--- src/rtl/core/skt_pkg.sv ---
// ----------------------------------------------------------------------------
// skt_pkg: shared constants and types for the sorted key table
// Table sizes, field widths, request codes and the controller/datapath
// command and status records.
// ----------------------------------------------------------------------------
package skt_pkg;

    localparam int DEPTH       = 64;
    localparam int KEY_BYTES   = 4;

    localparam int ACT_W       = 3;
    localparam int POS_W       = 7;
    localparam int KEY_FIELD_W = 32;
    localparam int WHERE_W     = 7;
    localparam int TOTAL_W     = 7;

    localparam int KEY_W = (8 * KEY_BYTES < KEY_FIELD_W) ? 8 * KEY_BYTES : KEY_FIELD_W;
    localparam int IDX_W = $clog2(DEPTH);
    localparam int CNT_W = $clog2(DEPTH + 1);
    localparam int CMP_W = (POS_W > CNT_W) ? POS_W : CNT_W;

    typedef logic [ACT_W-1:0]       action_t;
    typedef logic [POS_W-1:0]       pos_t;
    typedef logic [KEY_FIELD_W-1:0] key_field_t;
    typedef logic [KEY_W-1:0]       key_t;
    typedef logic [WHERE_W-1:0]     where_t;
    typedef logic [TOTAL_W-1:0]     total_t;
    typedef logic [IDX_W-1:0]       idx_t;
    typedef logic [CNT_W-1:0]       cnt_t;
    typedef logic [CMP_W-1:0]       cmp_t;

    localparam action_t ACT_APPEND    = 3'd0;
    localparam action_t ACT_INS_AT    = 3'd1;
    localparam action_t ACT_INS_SORT  = 3'd2;
    localparam action_t ACT_INS_UNIQ  = 3'd3;
    localparam action_t ACT_REMOVE    = 3'd4;
    localparam action_t ACT_READ      = 3'd5;
    localparam action_t ACT_SEARCH    = 3'd6;
    localparam action_t ACT_CLEAR     = 3'd7;

    localparam int OP_W = 4;
    typedef logic [OP_W-1:0] dp_op_t;

    localparam dp_op_t OP_NONE      = 4'd0;
    localparam dp_op_t OP_LATCH     = 4'd1;
    localparam dp_op_t OP_DECODE    = 4'd2;
    localparam dp_op_t OP_SRCH_ADDR = 4'd3;
    localparam dp_op_t OP_SRCH_CMP  = 4'd4;
    localparam dp_op_t OP_SRCH_DONE = 4'd5;
    localparam dp_op_t OP_UP_RD     = 4'd6;
    localparam dp_op_t OP_UP_WR     = 4'd7;
    localparam dp_op_t OP_INS_WR    = 4'd8;
    localparam dp_op_t OP_DN_RD     = 4'd9;
    localparam dp_op_t OP_DN_WR     = 4'd10;
    localparam dp_op_t OP_REM_END   = 4'd11;
    localparam dp_op_t OP_RD_ADDR   = 4'd12;
    localparam dp_op_t OP_RD_CAP    = 4'd13;
    localparam dp_op_t OP_OUT_LOAD  = 4'd14;

    typedef struct packed {
        dp_op_t op;
    } dp_cmd_t;

    typedef struct packed {
        action_t act;
        logic    dec_err;
        logic    full;
        logic    need_ins;
        logic    srch_open;
        logic    srch_hit;
        logic    up_more;
        logic    dn_more;
    } dp_sts_t;

endpackage

--- src/rtl/core/skt_if.sv ---
// ----------------------------------------------------------------------------
// skt_if: request and result channels of the sorted key table
// Valid/ready channels, a word moves when valid and ready are both high.
// ----------------------------------------------------------------------------
interface skt_req_if;
    logic                valid;
    logic                ready;
    skt_pkg::action_t    action;
    skt_pkg::pos_t       position;
    skt_pkg::key_field_t key;

    modport source (output valid, output action, output position, output key, input ready);
    modport sink   (input valid, input action, input position, input key, output ready);
endinterface

interface skt_rsp_if;
    logic                valid;
    logic                ready;
    logic                status;
    logic                found;
    skt_pkg::where_t     where_index;
    skt_pkg::key_field_t read_key;
    skt_pkg::total_t     entry_total;

    modport source (output valid, output status, output found, output where_index,
                    output read_key, output entry_total, input ready);
    modport sink   (input valid, input status, input found, input where_index,
                    input read_key, input entry_total, output ready);
endinterface

--- src/rtl/core/skt_ram.sv ---
// ----------------------------------------------------------------------------
// skt_ram: generic simple dual-port RAM
// One write port and one read port, read data registered.
// ----------------------------------------------------------------------------
module skt_ram #(
    parameter int WIDTH = 32,
    parameter int DEPTH = 64
) (
    input  logic                     clk,
    input  logic                     wr_en,
    input  logic [$clog2(DEPTH)-1:0] wr_addr,
    input  logic [WIDTH-1:0]         wr_data,
    input  logic                     rd_en,
    input  logic [$clog2(DEPTH)-1:0] rd_addr,
    output logic [WIDTH-1:0]         rd_data
);

    logic [WIDTH-1:0] mem_reg [DEPTH];
    logic [WIDTH-1:0] rd_data_reg;

    always_ff @(posedge clk)
    begin
        if (wr_en)
        begin
            mem_reg[wr_addr] <= wr_data;
        end
        if (rd_en)
        begin
            rd_data_reg <= mem_reg[rd_addr];
        end
    end

    assign rd_data = rd_data_reg;

endmodule

--- src/rtl/core/skt_datapath.sv ---
// ----------------------------------------------------------------------------
// skt_datapath: key store, search bounds, shift pointer and result words
// Acts on one command per cycle from the controller and reports flags back.
// ----------------------------------------------------------------------------
module skt_datapath (
    input  logic                clk,
    input  logic                rst_n,
    input  skt_pkg::dp_cmd_t    cmd,
    output skt_pkg::dp_sts_t    sts,
    input  skt_pkg::action_t    in_action,
    input  skt_pkg::pos_t       in_position,
    input  skt_pkg::key_field_t in_key,
    output logic                out_status,
    output logic                out_found,
    output skt_pkg::where_t     out_where,
    output skt_pkg::key_field_t out_read_key,
    output skt_pkg::total_t     out_total
);

    skt_pkg::action_t    act_reg, act_next;
    skt_pkg::pos_t       pos_reg, pos_next;
    skt_pkg::key_t       key_reg, key_next;
    skt_pkg::cnt_t       count_reg, count_next;
    skt_pkg::cnt_t       lo_reg, lo_next;
    skt_pkg::cnt_t       hi_reg, hi_next;
    skt_pkg::cnt_t       idx_reg, idx_next;
    skt_pkg::cmp_t       where_reg, where_next;
    logic                status_reg, status_next;
    logic                hit_reg, hit_next;
    skt_pkg::key_t       rkey_reg, rkey_next;

    logic                out_status_reg;
    logic                out_found_reg;
    skt_pkg::where_t     out_where_reg;
    skt_pkg::key_field_t out_read_key_reg;
    skt_pkg::total_t     out_total_reg;

    logic                wr_en;
    skt_pkg::idx_t       wr_addr;
    skt_pkg::key_t       wr_data;
    logic                rd_en;
    skt_pkg::idx_t       rd_addr;
    skt_pkg::key_t       rd_data;

    skt_pkg::cmp_t       pos_ext;
    skt_pkg::cmp_t       cnt_ext;
    skt_pkg::cmp_t       idx_ext;
    logic [skt_pkg::CNT_W:0] mid_sum;
    logic [skt_pkg::CNT_W:0] idx_inc;
    skt_pkg::cnt_t       mid;
    logic                full;
    logic                dec_err;
    logic                need_ins;
    logic                key_eq;
    logic                key_lt;

    skt_ram #(
        .WIDTH (skt_pkg::KEY_W),
        .DEPTH (skt_pkg::DEPTH)
    ) u_ram (
        .clk     (clk),
        .wr_en   (wr_en),
        .wr_addr (wr_addr),
        .wr_data (wr_data),
        .rd_en   (rd_en),
        .rd_addr (rd_addr),
        .rd_data (rd_data)
    );

    assign pos_ext  = skt_pkg::cmp_t'(pos_reg);
    assign cnt_ext  = skt_pkg::cmp_t'(count_reg);
    assign idx_ext  = skt_pkg::cmp_t'(idx_reg);
    assign mid_sum  = {1'b0, lo_reg} + {1'b0, hi_reg};
    assign mid      = mid_sum[skt_pkg::CNT_W:1];
    assign idx_inc  = {1'b0, idx_reg} + 1'b1;
    assign full     = (count_reg == skt_pkg::CNT_W'(skt_pkg::DEPTH));
    assign key_eq   = (key_reg == rd_data);
    assign key_lt   = (key_reg < rd_data);
    assign need_ins = (act_reg == skt_pkg::ACT_INS_SORT)
                   || ((act_reg == skt_pkg::ACT_INS_UNIQ) && !hit_reg);

    always_comb
    begin
        unique case (act_reg) inside
            skt_pkg::ACT_APPEND:                    dec_err = full;
            skt_pkg::ACT_INS_AT:                    dec_err = (pos_ext > cnt_ext) || full;
            skt_pkg::ACT_REMOVE, skt_pkg::ACT_READ: dec_err = (pos_ext >= cnt_ext);
            default:                                dec_err = 1'b0;
        endcase
    end

    always_comb
    begin
        sts.act       = act_reg;
        sts.dec_err   = dec_err;
        sts.full      = full;
        sts.need_ins  = need_ins;
        sts.srch_open = (lo_reg < hi_reg);
        sts.srch_hit  = key_eq;
        sts.up_more   = (idx_ext > where_reg);
        sts.dn_more   = (idx_inc < {1'b0, count_reg});
    end

    always_comb
    begin
        act_next    = act_reg;
        pos_next    = pos_reg;
        key_next    = key_reg;
        count_next  = count_reg;
        lo_next     = lo_reg;
        hi_next     = hi_reg;
        idx_next    = idx_reg;
        where_next  = where_reg;
        status_next = status_reg;
        hit_next    = hit_reg;
        rkey_next   = rkey_reg;
        wr_en       = 1'b0;
        wr_addr     = idx_reg[skt_pkg::IDX_W-1:0];
        wr_data     = rd_data;
        rd_en       = 1'b0;
        rd_addr     = mid[skt_pkg::IDX_W-1:0];

        unique case (cmd.op)
            skt_pkg::OP_NONE:
            begin
            end
            skt_pkg::OP_LATCH:
            begin
                act_next    = in_action;
                pos_next    = in_position;
                key_next    = in_key[skt_pkg::KEY_W-1:0];
                status_next = 1'b0;
                hit_next    = 1'b0;
                rkey_next   = '0;
            end
            skt_pkg::OP_DECODE:
            begin
                status_next = dec_err;
                lo_next     = '0;
                hi_next     = count_reg;
                idx_next    = count_reg;
                where_next  = '0;
                unique case (act_reg) inside
                    skt_pkg::ACT_APPEND:
                    begin
                        where_next = cnt_ext;
                    end
                    skt_pkg::ACT_INS_AT, skt_pkg::ACT_READ:
                    begin
                        where_next = pos_ext;
                    end
                    skt_pkg::ACT_REMOVE:
                    begin
                        where_next = pos_ext;
                        idx_next   = pos_ext[skt_pkg::CNT_W-1:0];
                    end
                    skt_pkg::ACT_CLEAR:
                    begin
                        count_next = '0;
                    end
                    default:
                    begin
                    end
                endcase
            end
            skt_pkg::OP_SRCH_ADDR:
            begin
                rd_en   = (lo_reg < hi_reg);
                rd_addr = mid[skt_pkg::IDX_W-1:0];
                if (!(lo_reg < hi_reg))
                begin
                    where_next = skt_pkg::cmp_t'(lo_reg);
                    hit_next   = 1'b0;
                end
            end
            skt_pkg::OP_SRCH_CMP:
            begin
                if (key_eq)
                begin
                    where_next = skt_pkg::cmp_t'(mid);
                    hit_next   = 1'b1;
                end
                else if (key_lt)
                begin
                    hi_next = mid;
                end
                else
                begin
                    lo_next = skt_pkg::CNT_W'(mid + 1'b1);
                end
            end
            skt_pkg::OP_SRCH_DONE:
            begin
                idx_next = count_reg;
                if (act_reg == skt_pkg::ACT_INS_SORT)
                begin
                    hit_next = 1'b0;
                end
                if (need_ins && full)
                begin
                    status_next = 1'b1;
                end
            end
            skt_pkg::OP_UP_RD:
            begin
                rd_en   = 1'b1;
                rd_addr = skt_pkg::IDX_W'(idx_reg - 1'b1);
            end
            skt_pkg::OP_UP_WR:
            begin
                wr_en    = 1'b1;
                wr_addr  = idx_reg[skt_pkg::IDX_W-1:0];
                wr_data  = rd_data;
                idx_next = idx_reg - 1'b1;
            end
            skt_pkg::OP_INS_WR:
            begin
                wr_en      = 1'b1;
                wr_addr    = where_reg[skt_pkg::IDX_W-1:0];
                wr_data    = key_reg;
                count_next = count_reg + 1'b1;
            end
            skt_pkg::OP_DN_RD:
            begin
                rd_en   = 1'b1;
                rd_addr = idx_inc[skt_pkg::IDX_W-1:0];
            end
            skt_pkg::OP_DN_WR:
            begin
                wr_en    = 1'b1;
                wr_addr  = idx_reg[skt_pkg::IDX_W-1:0];
                wr_data  = rd_data;
                idx_next = idx_inc[skt_pkg::CNT_W-1:0];
            end
            skt_pkg::OP_REM_END:
            begin
                count_next = count_reg - 1'b1;
            end
            skt_pkg::OP_RD_ADDR:
            begin
                rd_en   = 1'b1;
                rd_addr = pos_ext[skt_pkg::IDX_W-1:0];
            end
            skt_pkg::OP_RD_CAP:
            begin
                rkey_next = rd_data;
            end
            default:
            begin
            end
        endcase
    end

    always_ff @(posedge clk or negedge rst_n)
    begin
        if (!rst_n)
        begin
            count_reg <= '0;
        end
        else
        begin
            count_reg <= count_next;
        end
    end

    // working and result words carry no reset
    always_ff @(posedge clk)
    begin
        act_reg    <= act_next;
        pos_reg    <= pos_next;
        key_reg    <= key_next;
        lo_reg     <= lo_next;
        hi_reg     <= hi_next;
        idx_reg    <= idx_next;
        where_reg  <= where_next;
        status_reg <= status_next;
        hit_reg    <= hit_next;
        rkey_reg   <= rkey_next;
        if (cmd.op == skt_pkg::OP_OUT_LOAD)
        begin
            out_status_reg   <= status_reg;
            out_found_reg    <= hit_reg;
            out_where_reg    <= where_reg[skt_pkg::WHERE_W-1:0];
            out_read_key_reg <= skt_pkg::KEY_FIELD_W'(rkey_reg);
            out_total_reg    <= cnt_ext[skt_pkg::TOTAL_W-1:0];
        end
    end

    assign out_status   = out_status_reg;
    assign out_found    = out_found_reg;
    assign out_where    = out_where_reg;
    assign out_read_key = out_read_key_reg;
    assign out_total    = out_total_reg;

endmodule

--- src/rtl/core/skt_ctrl.sv ---
// ----------------------------------------------------------------------------
// skt_ctrl: request sequencer of the sorted key table
// Steps each request through decode, search probes, entry moves and the
// hand-over to the result register.
// ----------------------------------------------------------------------------
module skt_ctrl (
    input  logic             clk,
    input  logic             rst_n,
    input  logic             in_valid,
    output logic             in_ready,
    output logic             out_valid,
    input  logic             out_ready,
    output skt_pkg::dp_cmd_t cmd,
    input  skt_pkg::dp_sts_t sts
);

    localparam int ST_W = 4;
    localparam logic [ST_W-1:0] ST_IDLE      = 4'd0;
    localparam logic [ST_W-1:0] ST_DECODE    = 4'd1;
    localparam logic [ST_W-1:0] ST_SRCH_ADDR = 4'd2;
    localparam logic [ST_W-1:0] ST_SRCH_CMP  = 4'd3;
    localparam logic [ST_W-1:0] ST_SRCH_DONE = 4'd4;
    localparam logic [ST_W-1:0] ST_INS_CHK   = 4'd5;
    localparam logic [ST_W-1:0] ST_UP_RD     = 4'd6;
    localparam logic [ST_W-1:0] ST_UP_WR     = 4'd7;
    localparam logic [ST_W-1:0] ST_INS_WR    = 4'd8;
    localparam logic [ST_W-1:0] ST_REM_CHK   = 4'd9;
    localparam logic [ST_W-1:0] ST_DN_RD     = 4'd10;
    localparam logic [ST_W-1:0] ST_DN_WR     = 4'd11;
    localparam logic [ST_W-1:0] ST_RD_ADDR   = 4'd12;
    localparam logic [ST_W-1:0] ST_RD_CAP    = 4'd13;
    localparam logic [ST_W-1:0] ST_FINISH    = 4'd14;

    logic [ST_W-1:0] state_reg, state_next;
    logic            out_valid_reg, out_valid_next;

    always_comb
    begin
        state_next     = state_reg;
        out_valid_next = out_valid_reg && !out_ready;
        cmd.op         = skt_pkg::OP_NONE;
        in_ready       = 1'b0;

        unique case (state_reg)
            ST_IDLE:
            begin
                in_ready = 1'b1;
                if (in_valid)
                begin
                    cmd.op     = skt_pkg::OP_LATCH;
                    state_next = ST_DECODE;
                end
            end
            ST_DECODE:
            begin
                cmd.op = skt_pkg::OP_DECODE;
                unique case (sts.act) inside
                    skt_pkg::ACT_APPEND, skt_pkg::ACT_INS_AT:
                    begin
                        state_next = sts.dec_err ? ST_FINISH : ST_INS_CHK;
                    end
                    skt_pkg::ACT_INS_SORT, skt_pkg::ACT_INS_UNIQ, skt_pkg::ACT_SEARCH:
                    begin
                        state_next = ST_SRCH_ADDR;
                    end
                    skt_pkg::ACT_REMOVE:
                    begin
                        state_next = sts.dec_err ? ST_FINISH : ST_REM_CHK;
                    end
                    skt_pkg::ACT_READ:
                    begin
                        state_next = sts.dec_err ? ST_FINISH : ST_RD_ADDR;
                    end
                    default:
                    begin
                        state_next = ST_FINISH;
                    end
                endcase
            end
            ST_SRCH_ADDR:
            begin
                cmd.op     = skt_pkg::OP_SRCH_ADDR;
                state_next = sts.srch_open ? ST_SRCH_CMP : ST_SRCH_DONE;
            end
            ST_SRCH_CMP:
            begin
                cmd.op     = skt_pkg::OP_SRCH_CMP;
                state_next = sts.srch_hit ? ST_SRCH_DONE : ST_SRCH_ADDR;
            end
            ST_SRCH_DONE:
            begin
                cmd.op     = skt_pkg::OP_SRCH_DONE;
                state_next = (!sts.need_ins || sts.full) ? ST_FINISH : ST_INS_CHK;
            end
            ST_INS_CHK:
            begin
                state_next = sts.up_more ? ST_UP_RD : ST_INS_WR;
            end
            ST_UP_RD:
            begin
                cmd.op     = skt_pkg::OP_UP_RD;
                state_next = ST_UP_WR;
            end
            ST_UP_WR:
            begin
                cmd.op     = skt_pkg::OP_UP_WR;
                state_next = ST_INS_CHK;
            end
            ST_INS_WR:
            begin
                cmd.op     = skt_pkg::OP_INS_WR;
                state_next = ST_FINISH;
            end
            ST_REM_CHK:
            begin
                if (sts.dn_more)
                begin
                    state_next = ST_DN_RD;
                end
                else
                begin
                    cmd.op     = skt_pkg::OP_REM_END;
                    state_next = ST_FINISH;
                end
            end
            ST_DN_RD:
            begin
                cmd.op     = skt_pkg::OP_DN_RD;
                state_next = ST_DN_WR;
            end
            ST_DN_WR:
            begin
                cmd.op     = skt_pkg::OP_DN_WR;
                state_next = ST_REM_CHK;
            end
            ST_RD_ADDR:
            begin
                cmd.op     = skt_pkg::OP_RD_ADDR;
                state_next = ST_RD_CAP;
            end
            ST_RD_CAP:
            begin
                cmd.op     = skt_pkg::OP_RD_CAP;
                state_next = ST_FINISH;
            end
            ST_FINISH:
            begin
                if (!out_valid_reg || out_ready)
                begin
                    cmd.op         = skt_pkg::OP_OUT_LOAD;
                    out_valid_next = 1'b1;
                    state_next     = ST_IDLE;
                end
            end
            default:
            begin
                state_next = ST_IDLE;
            end
        endcase
    end

    always_ff @(posedge clk or negedge rst_n)
    begin
        if (!rst_n)
        begin
            state_reg     <= ST_IDLE;
            out_valid_reg <= 1'b0;
        end
        else
        begin
            state_reg     <= state_next;
            out_valid_reg <= out_valid_next;
        end
    end

    assign out_valid = out_valid_reg;

endmodule

--- src/rtl/core/sorted_key_table.sv ---
// ----------------------------------------------------------------------------
// sorted_key_table: ordered table of fixed-width keys with a live count
// Append, insert at, sorted insert, unique sorted insert, remove, read,
// binary search and clear over a single-port-pair key RAM.
// ----------------------------------------------------------------------------
//  channel  dir  word
//  req      in   action, position, key
//  rsp      out  status, found, where_index, read_key, entry_total
//
//  one request at a time; latched in IDLE, decoded in DECODE, handed over in FINISH
//  search: each probe is a registered RAM read in SRCH_ADDR and a compare in
//  SRCH_CMP, at most log2(DEPTH)+1 probes; a match closes to SRCH_DONE at once
//  insert: INS_CHK, UP_RD, UP_WR per shifted entry, then INS_WR; remove: REM_CHK,
//  DN_RD, DN_WR per entry; read: RD_ADDR then RD_CAP; clear and index errors go
//  straight to FINISH; hand-over waits for rsp. reset clears the count and control only; no clearing pass over the RAM
module sorted_key_table (
    input  logic clk,
    input  logic rst_n,
    skt_req_if.sink   req,
    skt_rsp_if.source rsp
);

    skt_pkg::dp_cmd_t cmd;
    skt_pkg::dp_sts_t sts;

    skt_ctrl u_ctrl (
        .clk       (clk),
        .rst_n     (rst_n),
        .in_valid  (req.valid),
        .in_ready  (req.ready),
        .out_valid (rsp.valid),
        .out_ready (rsp.ready),
        .cmd       (cmd),
        .sts       (sts)
    );

    skt_datapath u_datapath (
        .clk          (clk),
        .rst_n        (rst_n),
        .cmd          (cmd),
        .sts          (sts),
        .in_action    (req.action),
        .in_position  (req.position),
        .in_key       (req.key),
        .out_status   (rsp.status),
        .out_found    (rsp.found),
        .out_where    (rsp.where_index),
        .out_read_key (rsp.read_key),
        .out_total    (rsp.entry_total)
    );

    // one request in flight
    a_single_request: assert property (@(posedge clk) disable iff (!rst_n)
        (req.valid && req.ready) |=> !req.ready)
        else $error("request taken while another is in progress");

    // an error never reports a match
    a_err_not_found: assert property (@(posedge clk) disable iff (!rst_n)
        rsp.valid |-> !(rsp.status && rsp.found))
        else $error("result with both error and found");

    // live count bounded by table depth
    a_total_bound: assert property (@(posedge clk) disable iff (!rst_n)
        rsp.valid |-> (skt_pkg::cmp_t'(rsp.entry_total) <= skt_pkg::cmp_t'(skt_pkg::DEPTH)))
        else $error("entry total beyond table depth");

    // a result word is loaded only once the previous one has been taken
    a_result_no_overlap: assert property (@(posedge clk) disable iff (!rst_n)
        (cmd.op == skt_pkg::OP_OUT_LOAD) |-> (!rsp.valid || rsp.ready))
        else $error("result overwritten before it was taken");

endmodule

--- src/flat_wrapper.sv ---
// flat-port wrapper written by rule: the top's interface ports become plain ports
module sorted_key_table_flat 
  (clk, rst_n, req_valid, req_action, req_position, req_key, req_ready, rsp_valid, rsp_status, rsp_found, rsp_where_index, rsp_read_key, rsp_entry_total, rsp_ready);
  skt_req_if req_i ();
  skt_rsp_if rsp_i ();
  input  logic clk;
  input  logic rst_n;
  input wire logic [$bits(req_i.valid)-1:0] req_valid;
  input wire logic [$bits(req_i.action)-1:0] req_action;
  input wire logic [$bits(req_i.position)-1:0] req_position;
  input wire logic [$bits(req_i.key)-1:0] req_key;
  output wire logic [$bits(req_i.ready)-1:0] req_ready;
  output wire logic [$bits(rsp_i.valid)-1:0] rsp_valid;
  output wire logic [$bits(rsp_i.status)-1:0] rsp_status;
  output wire logic [$bits(rsp_i.found)-1:0] rsp_found;
  output wire logic [$bits(rsp_i.where_index)-1:0] rsp_where_index;
  output wire logic [$bits(rsp_i.read_key)-1:0] rsp_read_key;
  output wire logic [$bits(rsp_i.entry_total)-1:0] rsp_entry_total;
  input wire logic [$bits(rsp_i.ready)-1:0] rsp_ready;
  assign req_i.valid = req_valid;
  assign req_i.action = req_action;
  assign req_i.position = req_position;
  assign req_i.key = req_key;
  assign req_ready = req_i.ready;
  assign rsp_valid = rsp_i.valid;
  assign rsp_status = rsp_i.status;
  assign rsp_found = rsp_i.found;
  assign rsp_where_index = rsp_i.where_index;
  assign rsp_read_key = rsp_i.read_key;
  assign rsp_entry_total = rsp_i.entry_total;
  assign rsp_i.ready = rsp_ready;
  sorted_key_table u_core (.clk(clk), .rst_n(rst_n), .req(req_i), .rsp(rsp_i));
endmodule
--- config.mk ---
export PLATFORM = sky130hd
export DESIGN_NAME = sorted_key_table_flat
export DESIGN_NICKNAME = d
export VERILOG_FILES = /design/src/rtl/core/skt_pkg.sv /design/src/rtl/core/skt_if.sv /design/src/rtl/core/skt_ram.sv /design/src/rtl/core/skt_datapath.sv /design/src/rtl/core/skt_ctrl.sv /design/src/rtl/core/sorted_key_table.sv /design/src/flat_wrapper.sv
export SDC_FILE = /design/constraint.sdc
export NUM_CORES = 2
export LEC_CHECK = 0
export ABC_AREA = 1
export BUFFER_PORTS_ARGS = -buffer_cell sky130_fd_sc_hd__buf_2
export CELL_PAD_IN_SITES_DETAIL_PLACEMENT = 0
export CELL_PAD_IN_SITES_GLOBAL_PLACEMENT = 2
export CORE_UTILIZATION = 39
export CTS_CLUSTER_DIAMETER = 80
export DETAILED_ROUTE_END_ITERATION = 8
export GPL_ROUTABILITY_DRIVEN = 1
export PLACE_DENSITY_LB_ADDON = 0.1
export SLEW_MARGIN = 30
export SYNTH_ARGS = -nofsm -noshare
export SYNTH_HDL_FRONTEND = slang
export SYNTH_SLANG_ARGS = --single-unit
--- constraint.sdc ---
create_clock -name clk -period 4.2 [get_ports clk]
set_input_delay 0.84 -clock clk [delete_from_list [all_inputs] [get_ports clk]]
set_output_delay 0.84 -clock clk [all_outputs]
set_load 0.03 [all_outputs]
==> impl_metrics.yaml <==
run_status:
  status: "completed"
floorplan:
  die-area_sq_um: 257000
  initial_core_util_pct: 39.2
  fp-row-count: 185
  coreArea_sq_um: 254000
  die_w_um: 507
  io_pins: 96
  die-height_um: 507
cts:
  cts_buffers: 279
  clockBufferDepth: 4
  cts_sinks: 2244
  clock_latency_ns: 0.93
  cts_tree: "built"
  path_clk_slew_ns: 0.06
  cts_root_buf: "clkbuf_16"
  cts.htree.levels: 5
  cts_setup_buffers: 0
synth:
  synth_top_cell_by_area: "edfxtp_1"
  synthDistinctLibCells: 43
  post_synth_most_frequent_cells: "edfxtp_1, nand3_1, nand2_1, inv_1, nand3b_1"
  synthArstFlopShare_pct: 0.535
  syn_inst: 8796
  synthFlopType: "edfxtp_1"
  synth_edf_count: 2232
  ys_ff_latch: 2244
  seq_area_frac_synth_pct: 67.6
  synthesis.nets: 8916
  synth.top_cell.area_share_pct: 67.3
  yosys-top-cells-area: "edfxtp_1, nand3_1, nand3b_1"
  synth_area_sq_um: 99600
  yosysMostFrequentCell: "edfxtp_1"
  yosys_warnings: 0
  avgSynthCellArea_sq_um: 11.3
grt:
  antenna_found_initial: 14
  grt_start_max_net_pins: 146
  grt_usage_pct: 24.5
  grt_overflow: 0
  grt_pass1_vias: 64900
  grt_first_pass_wirelength_mm: 462
layout:
  fin_util_pct: 45.6
  largest_reg_flops: 2048
  fill_cells: 23100
  final_nets: 9092
  layout-drive-gt1-share_pct: 10.2
  syn2layout_area_growth_pct: 16.2
worst_hold_path:
  min_path_type: "in2reg"
  min_from: "req_key[18]"
sta:
  finalCriticalPeriod_ns: 3.91
  setup_violations: 0
  rsz0062_at_grt: "no"
  max_clock_freq_mhz: 256
  period_share_pct: 93.2
  slew_violations: 0
  worstMarginPinSlew_ns: 1.03
  whs_ns: 0.121
  setup_ws_ns: 0.287
  max-slew-margin-rel_pct: 31.2
  skew_ns: 0.0621
  finalHoldViolCount: 0
  fin_setup_tns_ns: 0
worst_setup_path:
  start_kind: "flop"
  worstPathMaxFanout: 53
  path_common_cell: "nand3_1"
  required_ns: 4.96
  reg2reg_from: "u_core.u_datapath.lo_reg[1]"
  crit_path_top_delay_cell: "buf_4"
  path_cells: "fa_1, xnor2_2, inv_1, nor2_1, nor2_4, buf_12, buf_4, nand3_1, nand3_1, nand3_1, nand3_1, nand3_1, nand2_1"
  path_class: "reg2reg"
  crit_buf_inv: 3
  ff2ff_setup_slack_ns: 0.29
  worstSetupEndpointType: "flop"
  cpPeakStageDelay_ns: 0.54
  cp_data_arrival_time_ns: 4.67
  crit_start: "u_core.u_datapath.lo_reg[1]"
  critPathTopFamily: "simple AND/OR/NAND/NOR gates"
drt:
  avgRoutedWirePerCell_um: 25.5
  first_pass_iters: 6
  dr.first_iter.drc_count: 6052
  vias_per_cell: 5.34
  drcViolationCount: 0
  wl_mm: 319
  vias: 66900
  ant_nets: 0
placement:
  place_congestion: 0.856
  portBuffers: 95
  detailed_place_hpwl_mm: 182
  post-place-ws_ns: 0.188
flow_run:
  max_cap_viol_count: 0
## metal layers
metal	global-route usage, %	up-vias	part of all wire [%]
li1	-	30900	-
met1	34.9	33500	46
met2	39.0	1971	46
met3	3.44	518	5.8
met4	6.50	2	2.7
met5	0	-	0.0034
## metrics by stage
stage / instances / instance area (sq um)
final: 12500 / 116000
after global routing: 12500 / 116000
after CTS: 12500 / 116000
after detailed placement: 12100 / 107000
after global placement: 12000 / 107000
after floorplan: 8796 / 99600
## cells in the final DEF (no fill, tap or decap), types with 4 or more instances in the layout
cell type	n
edfxtp_1	2232
nand3_1	2086
nand2_1	1379
inv_1	1158
nand3b_1	892
clkbuf_16	284
buf_4	205
buf_12	155
buf_2	95
nor2_1	85
ha_1	72
nor2_4	68
clkbuf_1	57
clkinv_1	56
a21oi_1	45
clkinv_2	43
o21ai_0	34
o21ai_4	34
nand4_1	19
o22ai_1	13
o211ai_1	13
nor3_1	13
dfrtp_1	12
xor2_1	11
bufinv_16	11
buf_16	9
inv_6	8
o2111ai_1	7
diode_2	5
clkinvlp_4	5
or2_2	4
nor3b_1	4
## cells by family (layout without fill, tap and decap cells)
logic type | Yosys count | count (layout) | synth area share, %
other | 0 | 5 | 0
DFF | 2244 | 2244 | 67.6
and+or+nand+nor | 4561 | 4561 | 23.3
adders and majority gates | 74 | 74 | 0.945
AOI/OAI and AO/OA | 168 | 168 | 0.963
buffers and inverters | 1734 | 2094 | 7.07
xor gates and xnor gates | 15 | 15 | 0.132
## path summary, 6_finish.rpt
kind                       cells past startpoint                                  end
setup reg to reg                              13  u_core.u_datapath.u_ram.rd_data[16]
hold reg to reg                                0    u_core.u_datapath.out_read_key[2]
min in group asynchronous                      2           u_core.u_ctrl.state_reg[0]
setup / recovery                              13  u_core.u_datapath.u_ram.rd_data[16]
hold / removal                                 1        u_core.u_datapath.key_reg[18]
max in group asynchronous                      2           u_core.u_ctrl.state_reg[2]
## layout make-up
type,instances,area [sq um],share of cell area [%]
Tap cell,3366,4210,3.64
Multi-Input combinational cell,4818,26200,22.6
Inverter,1163,4380,3.78
Clock inverter,124,898,0.776
Clock buffer,341,7320,6.33
Timing Repair Buffer,466,5390,4.66
Sequential cell,2244,67300,58.2
Antenna cell,5,12.5,0.0108
## repair_timing
item,CTS,global route
endpoints found under the hold margin,12,0
hold buffers,1,0
gates resized for setup,0,2
setup endpoints to repair,0,2
## worst register-to-register path, stage by stage (launching register included)
cell and delay [ns]:
edfxtp_1 0.46, fa_1 0.52, xnor2_2 0.21, inv_1 0.07, nor2_1 0.08, nor2_4 0.41
buf_12 0.37, buf_4 0.62, nand3_1 0.18, nand3_1 0.11, nand3_1 0.12, nand3_1 0.10
nand3_1 0.36, nand2_1 0.16
Power is not shown: default switching activity piles up to over one toggle a cycle in this logic, so the estimate is an artifact.
